[src/rtl/sir_group_compartment_update_core_defines.svh]
// Assertion macros shared by the SIR group update RTL
`ifndef SIR_GROUP_COMPARTMENT_UPDATE_CORE_DEFINES_SVH
`define SIR_GROUP_COMPARTMENT_UPDATE_CORE_DEFINES_SVH
// Implication checked on every clock edge outside reset
`define SGCU_ASSERT_IMPL(label, clk, rstn, ante, cons) \
    label: assert property (@(posedge clk) disable iff (!rstn) (ante) |-> (cons)) \
        else $error("assertion failed");
// Next-cycle implication checked outside reset
`define SGCU_ASSERT_NEXT(label, clk, rstn, ante, cons) \
    label: assert property (@(posedge clk) disable iff (!rstn) (ante) |=> (cons)) \
        else $error("assertion failed");
`endif

[src/rtl/sgcu_pkg.sv]
// Package: types, constants and helpers for the SIR group update block
package sgcu_pkg;
    localparam int POPULATION = 4096;
    localparam int MAX_GROUPS = 4096;
    localparam int PW = $clog2(POPULATION);
    localparam int GW = $clog2(MAX_GROUPS);
    localparam int CW = 13;
    localparam int RW = 56;
    localparam int RECW = 44;
    localparam int GAINW = 32;
    localparam int NCFG = 4;
    localparam int CFGIW = 2;

    localparam logic [CFGIW-1:0] CFG_COMM = 2'd0;
    localparam logic [CFGIW-1:0] CFG_WORK = 2'd1;
    localparam logic [CFGIW-1:0] CFG_FAM = 2'd2;
    localparam logic [CFGIW-1:0] CFG_REC = 2'd3;

    localparam logic OP_LOAD = 1'b0;
    localparam logic OP_ADVANCE = 1'b1;

    localparam logic [1:0] CMP_S = 2'd0;
    localparam logic [1:0] CMP_I = 2'd1;
    localparam logic [1:0] CMP_R = 2'd2;

    typedef enum logic [2:0] {
        ST_IDLE, ST_READ, ST_MUL1, ST_MUL2, ST_UPDATE, ST_OUT
    } state_t;

    typedef struct packed {
        logic [CW-1:0] s;
        logic [CW-1:0] i;
        logic [CW-1:0] r;
    } counts_t;

    // Controller commands
    typedef struct packed {
        logic capture;   // latch input item
        logic read;      // resolve groups and step
        logic mul1;      // read group count stores
        logic mul2;      // products S*I
        logic update;    // gain multiplies, write back counts and rates
        logic out_load;  // load output register
    } cmd_t;

    // Datapath status
    typedef struct packed {
        logic clear_busy;
    } sts_t;
endpackage

[src/rtl/sgcu_ctrl.sv]
// Controller state machine for the SIR group update block
module sgcu_ctrl (
    input  logic           aclk,
    input  logic           aresetn,
    input  logic           s_valid,
    output logic           s_ready,
    output logic           m_valid,
    input  logic           m_ready,
    input  sgcu_pkg::sts_t sts,
    output sgcu_pkg::cmd_t cmd
);
    import sgcu_pkg::*;

    state_t state_reg, state_next;
    logic   m_valid_reg, m_valid_next;

    // Next state
    always_comb begin
        state_next = state_reg;
        unique case (state_reg)
            ST_IDLE:   if (s_valid && s_ready) state_next = ST_READ;
            ST_READ:   state_next = ST_MUL1;
            ST_MUL1:   state_next = ST_MUL2;
            ST_MUL2:   state_next = ST_UPDATE;
            ST_UPDATE: state_next = ST_OUT;
            ST_OUT:    if (!m_valid_reg || m_ready) state_next = ST_IDLE;
            default:   state_next = ST_IDLE;
        endcase
    end

    // Outputs
    always_comb begin
        cmd = '0;
        s_ready = (state_reg == ST_IDLE) && !sts.clear_busy;
        cmd.capture = s_valid && s_ready;
        cmd.read = (state_reg == ST_READ);
        cmd.mul1 = (state_reg == ST_MUL1);
        cmd.mul2 = (state_reg == ST_MUL2);
        cmd.update = (state_reg == ST_UPDATE);
        cmd.out_load = (state_reg == ST_OUT) && (!m_valid_reg || m_ready);
        m_valid_next = m_valid_reg;
        if (m_valid_reg && m_ready) m_valid_next = 1'b0;
        if (cmd.out_load) m_valid_next = 1'b1;
    end

    assign m_valid = m_valid_reg;

    always_ff @(posedge aclk) begin
        if (!aresetn) begin
            state_reg <= ST_IDLE;
            m_valid_reg <= 1'b0;
        end else begin
            state_reg <= state_next;
            m_valid_reg <= m_valid_next;
        end
    end

`include "sir_group_compartment_update_core_defines.svh"
    `SGCU_ASSERT_IMPL(a_no_accept_busy, aclk, aresetn, state_reg != ST_IDLE, !s_ready)
    `SGCU_ASSERT_NEXT(a_accept_read, aclk, aresetn, s_valid && s_ready, state_reg == ST_READ)
    `SGCU_ASSERT_NEXT(a_load_valid, aclk, aresetn, cmd.out_load, m_valid_reg)
endmodule

[config.mk]
export PLATFORM = sky130hd
export DESIGN_NAME = sgcu_ctrl
export DESIGN_NICKNAME = d
export VERILOG_FILES = /design/src/rtl/sgcu_pkg.sv /design/src/rtl/sgcu_ctrl.sv
export VERILOG_INCLUDE_DIRS = /design/src /design/src/rtl
export SDC_FILE = /design/constraint.sdc
export NUM_CORES = 1
export LEC_CHECK = 0
export BUFFER_PORTS_ARGS = -buffer_cell sky130_fd_sc_hd__buf_4
export CORE_AREA = 4 4 41 43
export DETAILED_ROUTE_END_ITERATION = 12
export DIE_AREA = 0 0 45 47
export SLEW_MARGIN = 40
export SYNTH_ARGS = -nofsm -noshare
export SYNTH_HDL_FRONTEND = slang
export SYNTH_SLANG_ARGS = --single-unit
export TNS_END_PERCENT = 30
[constraint.sdc]
create_clock -name aclk -period 1.5 [get_ports aclk]
set_input_delay 0.225 -clock aclk [delete_from_list [all_inputs] [get_ports aclk]]
set_output_delay 0.225 -clock aclk [all_outputs]
set_load 0.03 [all_outputs]
# ---- Word-level counts from Yosys, hierarchy flattened
# Index checks and enable logic that the tools add are counted.
dict set report classes {
  mux 5
  n_eq_ne 7
  n_reduce_logical 10
}
# op count
set op_table {}
lappend op_table {{one-hot mux 3 bit (6 select lines)} 1}
lappend op_table {{== test 3 x 2 -> 1 bit, second input constant} 2}
lappend op_table {{== test 3 bit, second input constant} 2}
lappend op_table {{two-way mux 3 bit} 2}
lappend op_table {{logical AND 1 bit} 4}
lappend op_table {{== test 3 x 1 -> 1 bit, second input constant} 1}
lappend op_table {{zero test 3 bit} 1}
lappend op_table {{zero test 1 bit} 2}
lappend op_table {{two-way mux 1 bit} 2}
lappend op_table {{inequality test 2 x 1 -> 1 bit, second input constant} 1}
lappend op_table {{inequality test 2 bit, second input constant} 1}
lappend op_table {{AND reduction 2 bit} 1}
lappend op_table {{nonzero test 2 bit} 1}
lappend op_table {{logical OR 1 bit} 1}
dict set report word_totals {
  regBits 4
  in_bits 5
  output_inout_bits 8
  word_cells 24
}

# ---- Longest topological paths before layout
# Gate-level depths: netlist of the first run.
dict set report logic_depth {
  ltp_word 5
  depth_mapped 4
  mapped_depth_nobuf 3
}

# ---- Least setup slack after synthesis of the first run
# Ideal clock, no wire load.
dict set report synth_timing {
  kind {register to output}
  from {reg state_reg[2]}
  to {out cmd[5] (netlist bit)}
  t_arrival_ps 1291
  required_time_ps 1275
  path_stages_with_launch 4
  slack_ps -16
  n_path_buf 1
  cell_sequence {dfxtp_1 -> buf_6 -> nor4_4 -> and2_1}
}
# element line_no
set synth_lines {}
lappend synth_lines {{start: declaration} sgcu_ctrl.sv:14} ;# state_t state_reg, state_next;
lappend synth_lines {{start signal: assignment} sgcu_ctrl.sv:53} ;# state_reg <= state_next;
lappend synth_lines {{end: declaration} sgcu_ctrl.sv:10} ;# output sgcu_pkg::cmd_t cmd

==> results.txt, run 1 <==
WHS Path Cells - 2
met3 global-route usage - 6.13%
Slew headroom - 85.7%
Final min period - 1.41 ns
measured slew at the worst slew-check pin - 0.215 ns
area of the die - 0.00212 mm²
max frequency - 707 MHz
IO Pins - 13
Yosys cell types - 18
Remaining DRCs - 0
Leak - 0.000156 µW
startpoint types - register
max cap viols - 0
crit end category - output port
Die X - 45 µm
Die Height - 47 µm
Mapped Area - 263 µm²
reg2reg setup slack - 0.55 ns
Total GRT Usage - 6.71%
TritonCTS clock tree - built
Util after Layout - 27.8%
DR iter-0 viols - 7
critical path arrival - 1.19 ns
met1 Use GR - 6.14%
layout cells sized above 1 - 52.5%
Net Count, Synth - 34
Worst-Skew Late Latency - 0.24 ns
Hold Path End - state_reg[2]
critical path's top delay family - simple AND/OR/NAND/NOR gates
gpl congestion - 0.609
CP peak stage delay - 0.36 ns
WP buf/inv - 1
Final Routed Wirelength - 533 µm
via count of the first global-routing pass - 230
Yosys warnings - 0
Req. time, crit path - 1.27 ns
r2r endpoint - state_reg[2]
synthesis-stage register bit count - 4
Via density - 4.25
CP Launch Point - state_reg[2]
core area - 0.00130 mm²
Tcrit/Tclk final - 94.3%
1st-pass router iterations - 4
Max Clock Skew - 0.00342 ns
CP cell instances - nor4_4 > and2_2 > buf_4
status - completed
reg2reg start - state_reg[1]
Worst R2R Path Depth - 3
antenna-violating nets left - 0
aggregate global routing overflow - 0
Post-Syn Instances - 29
Max clock buf depth - 2
Worst IR Drop VDD - 447 µV
Area Overhead vs Synth - 37.6%
CTS H-tree depth - 1
Hold WC Path Type - input port to register
WL per Instance - 9.69 µm
Critical Path Fanout Max - 8
Avg Inst Size Synth - 9.06 µm²
first-pass GRT wire length - 938 µm
met2 GRT Util - 10.2%
Layout Nets - 47
Clock Pin Slew Worst Setup and Hold Paths - 0.04 ns
# port buffers - 12
vias - 234
Clock Sink Count - 4
sequential area share after synthesis - 30.5%
final hold viol count - 0
Final Setup Violations - 0
Largest register FFs - 3
Slowest-stage cell, CP - dfxtp_2
grt peak-use layer - met2
unrepaired setup endpoints after global routing - no
Initial Util - 20.2%
max-slew violations - 0
Sum Neg Setup Slack - 0 ns
CTS Buf Count - 3
WS Path Type - register to output port
Cell Pwr Density - 1030 mW/mm²
largest net degree at the start of global routing - 11
ant diodes - 0
num rows - 13
clk root buf - clkbuf_4
HP Start - aresetn
initial antenna violation count - 0
[worst max-delay path by stage]
stage	end	slack, ns	depth (start not counted)
2_1_floorplan	cmd[5]	0.03	3
3_3_place_gp	cmd[0]	0.26	3
3_5_place_dp	cmd[5]	0.28	3
4_1_cts	cmd[5]	0.02	3
5_1_grt	cmd[5]	0.03	3
6_report	cmd[5]	0.09	3
[cell usage after synthesis, drive strengths merged]
| library cell | n | area [µm²] |
|---|---|---|
| buf | 4 | 37.5 |
| nand2 | 1 | 3.75 |
| and2 | 1 | 6.26 |
| a221oi | 1 | 15.0 |
| a21oi | 2 | 10.0 |
| nor3b | 2 | 15.0 |
| nor2b | 2 | 12.5 |
| nor2 | 3 | 11.3 |
| nand2b | 2 | 12.5 |
| nor3 | 1 | 5.00 |
| o21ai | 1 | 5.00 |
| o21a | 1 | 7.51 |
| nand3b | 1 | 7.51 |
| xnor2 | 1 | 8.76 |
| dfxtp | 4 | 80.1 |
| nor4 | 1 | 21.3 |
| inv | 1 | 3.75 |
[repair_timing]
action	4_1_cts	5_1_grt
setup endpoints to repair	1	1
gates resized for setup	1	2
hold buffers	0	0
buffers inserted	0	0
[cells by family after synthesis]
logic type / count (synthesis) / share of synthesized area (%)
buffers and inverters: 5 / 15.7
AND/OR/NAND/NOR: 14 / 36.2
AO/OA/AOI/OAI: 5 / 14.3
flip-flops: 4 / 30.5
XOR/XNOR: 1 / 3.33
[area by class of cell]
class                      instances  area [µm²]
timing repair buffer              12        90.1
multi-input combinational         20         143
fill                             143         940
inverter                           1        3.75
tap                               15        18.8
sequential                         4        83.8
clock buffer                       3        22.5
[cells in the final DEF (no fill, tap or decap), drive strengths merged]
cell / n
nor2: 3
buf: 12
nor3b: 2
nand2b: 2
xnor2: 1
clkbuf: 3
o21ai: 1
a221oi: 1
nand3b: 1
nand2: 1
nor2b: 2
nor4: 1
o21a: 1
a21oi: 2
nor3: 1
inv: 1
dfxtp: 4
and2: 1
[through the flow]
step                total power, µW  instance area, µm²  cells  worst slack [ns]  hold slack, ns
finish                          372                 362     55            0.0852           0.202
global route                    396                 362     55            0.0260           0.204
CTS                             375                 359     55            0.0249           0.202
detailed placement              233                 335     52             0.277           0.442
global placement                232                 335     52             0.263           0.439
floorplan                       209                 264     29            0.0334           0.343
[report_power, final]
group | internal [µW] | switching (µW)
Sequential | 116 | 19.2
Combinational | 48.0 | 49.4
Clock | 89.9 | 49.9
Total | 254 | 119
[layer usage]
layer | wire length (µm) | vias to the layer above
li1 | - | 119
met1 | 216 | 104
met2 | 241 | 11
met3 | 75 | 0
met4 | 0 | 0
met5 | 0 | -
Power figures use the tool's default switching activity.
==> inputs of run 2 (changes only) <==
--- a/config.mk
+++ b/config.mk
@@ -6,10 +6,11 @@
 export SDC_FILE = /design/constraint.sdc
 export NUM_CORES = 1
 export LEC_CHECK = 0
-export BUFFER_PORTS_ARGS = -buffer_cell sky130_fd_sc_hd__buf_4
+export ABC_AREA = 1
 export CORE_AREA = 4 4 41 43
 export DETAILED_ROUTE_END_ITERATION = 12
 export DIE_AREA = 0 0 45 47
+export DONT_BUFFER_PORTS = 1
 export SLEW_MARGIN = 40
 export SYNTH_ARGS = -nofsm -noshare
 export SYNTH_HDL_FRONTEND = slang
==> constraint.sdc (replaced) <==
create_clock -name aclk -period 1.4 [get_ports aclk]
set_input_delay 0.21 -clock aclk [delete_from_list [all_inputs] [get_ports aclk]]
set_output_delay 0.21 -clock aclk [all_outputs]
set_load 0.03 [all_outputs]
==> run 2 against run 1 <==
Largest cell class unchanged. Sequential share of layout area increased by 1.2 points. Critical path type unchanged. Non-clock buffer count decreased by 5. Count of clock-buffer cells in the layout unchanged. Sequential power increased by 9%. Wire length increased by 1.5%. Via count increased by 7.7%. Total power increased by 13%. Cell count increased by 11%. Final area decreased by 6.2%.
==> results.txt, run 2 <==
CP peak stage delay - 0.41 ns (+0.05 ns)
Die Height - 47 µm (unchanged)
CTS Buf Count - 3 (unchanged)
most frequent cells in the layout - nor2_1 (7), buf_4 (7), inv_1 (6)
Final Cell Area - 339 µm² (-6.2%)
Total GRT Usage - 6.71% (unchanged)
Slew headroom - 86.6% (+0.93 points)
Layout Nets - 53 (+13%)
final hold viol count - 0 (unchanged)
ys async rst share - 0% (unchanged)
CTS H-tree depth - 1 (unchanged)
synthesis-stage register bit count - 4 (unchanged)
most instantiated cells after synthesis - nor2_1 (8), inv_1 (7), nand2_1 (5)
sequential area share after synthesis - 33.0% (+2.5 points)
area of the die - 0.00212 mm² (unchanged)
ant diodes - 0 (unchanged)
Final min period - 1.27 ns
IO Pins - 13 (unchanged)
CP cell instances - nand3_2 > nor2_1 > buf_4
Critical Path Fanout Max - 5 (-3)
Worst IR Drop VDD - 292 µV (-35%)
Final Routed Wirelength - 541 µm (+1.5%)
initial antenna violation count - 0 (unchanged)
TritonCTS clock tree - built
unrepaired setup endpoints after global routing - no
Via density - 4.13 (-2.9%)
DP Area - 312 µm² (-7.1%)
Worst-Skew Late Latency - 0.24 ns (about the same)
first-pass GRT wire length - 903 µm (-3.7%)
Slowest-stage cell, CP - dfxtp_1
Hold WC Path Type - input port to register
Area Overhead vs Synth - 39.7%
Max Clock Skew - 0.00127 ns (-0.00214 ns)
top-count cell post-synth - nor2_1
Clock Sink Count - 4 (unchanged)
Req. time, crit path - 1.19 ns (-0.08 ns)
WS Path Type - register to output port
Final Setup Violations - 0 (unchanged)
critical path arrival - 1.06 ns (-0.13 ns)
Cell Pwr Density - 1240 mW/mm² (+20%)
Post-synth EDFFs - 0 (unchanged)
Die X - 45 µm (unchanged)
max-slew violations - 0 (unchanged)
top-area cell type share of the netlist area - 33.0% (+2.5 points)
Initial Util - 18.7% (-1.5 points)
gpl congestion - 0.666 (+9.2%)
Sum Neg Setup Slack - 0 ns (unchanged)
startpoint types - register
WL per Instance - 8.87 µm (-8.5%)
Mapped Area - 243 µm² (-7.6%)
crit end category - output port
Cell Count, Final, Fillers Out - 61 (+11%)
via count of the first global-routing pass - 241 (+4.8%)
Post-Place Cells - 58 (+12%)
antenna-violating nets left - 0 (unchanged)
core area - 0.00130 mm² (unchanged)
Net Count, Synth - 42 (+24%)
area leader, netlist - dfxtp_1
Max clock buf depth - 2 (unchanged)
largest net degree at the start of global routing - 8 (-3)
# port buffers - 0 (-12)
Yosys warnings - 0 (unchanged)
Tcrit/Tclk final - 90.9%
Leak - 0.000159 µW (+1.8%)
Clock Pin Slew Worst Setup and Hold Paths - 0.04 ns (about the same)
Area contributors post-synth - dfxtp_1 (33%), nor2_1 (12%), inv_1 (11%)
clk root buf - clkbuf_4
Post-Syn Instances - 37 (+28%)
status - completed
Yosys cell types - 15 (-3)
Avg Inst Size Synth - 6.56 µm² (-28%)
Largest register FFs - 3 (unchanged)
vias - 252 (+7.7%)
max frequency - 786 MHz
num rows - 13 (unchanged)
max cap viols - 0 (unchanged)
Top FF cell, synth - dfxtp_1
measured slew at the worst slew-check pin - 0.201 ns (-0.0142 ns)
hpwl dp - 441 µm
DR iter-0 viols - 3 (-4)
Remaining DRCs - 0 (unchanged)
aggregate global routing overflow - 0 (unchanged)
layout cells sized above 1 - 45.7% (-6.8 points)
1st-pass router iterations - 4 (unchanged)
run 2: cell types whose count changed after synthesis, sizes merged, moves of 2 or more:
cell,before,now
nor3b,2,0
nand2,1,5
nor2,3,10
nand2b,2,0
nor2b,2,0
buf,4,1
inv,1,8
run 2: repair_timing:
action | 4_1_cts | 5_1_grt
hold buffers | 0 | 0
buffers inserted | 0 | 0
gates resized for setup | 0 | 4
endpoints found under the setup margin | 0 | 4
run 2: area by class of cell:
type                    count  area, µm²
fillers                   150        962
repair buffers              7       52.6
clock buffers               3       22.5
flip-flops and latches      4       82.6
inverters                   8       30.0
well taps                  15       18.8
multi-input cells          24        133
run 2: final timing paths:
| path | start | to | slack (ns) | cells after the start |
|---|---|---|---|---|
| max reg2reg | state_reg[1] | state_reg[1] | 0.38 | 5 |
| max | state_reg[2] | cmd[0] | 0.13 | 3 |
| min reg2reg | m_valid | m_valid | 0.53 | 2 |
| min | aresetn | state_reg[1] | 0.1 | 1 |
run 2: metrics by stage:
step	total power [µW]	worst slack (ns)	hold WS [ns]	util (%)
finish	419	0.127	0.0957	26.1
global route	455	0.00758	0.0767	26.1
CTS	422	0.0498	0.0917	25.7
detailed placement	269	0.312	0.344	23.9
global placement	269	0.325	0.345	23.9
floorplan	235	0.218	0.328	-
run 2: cell families after synthesis:
kind of cell	after synthesis	share of synthesized area [%]
flops	4	33.0
buf+inv	9	15.5
simple gates	18	35.6
compound gates	6	16.0
run 2: critical path: cells and delay by family (launching register included):
family	cells	cell delay (ns)
and+or+nand+nor	2	0.25
buffers and inverters	1	0.16
DFF	1	0.41
run 2: metal layers:
layer / GRT usage, % / wire length, µm
met5: 0 / 0
met4: 8.77 / 27
met3: 3.83 / 62
met2: 10.5 / 275
met1: 5.23 / 175
run 2: power breakdown:
group	internal, µW	leakage [µW]	switching (µW)
Sequential	127	0.0000333	19.2
Combinational	44.1	0.000112	83.2
Clock	96.0	0.0000138	49.0
Total	268	0.000159	151
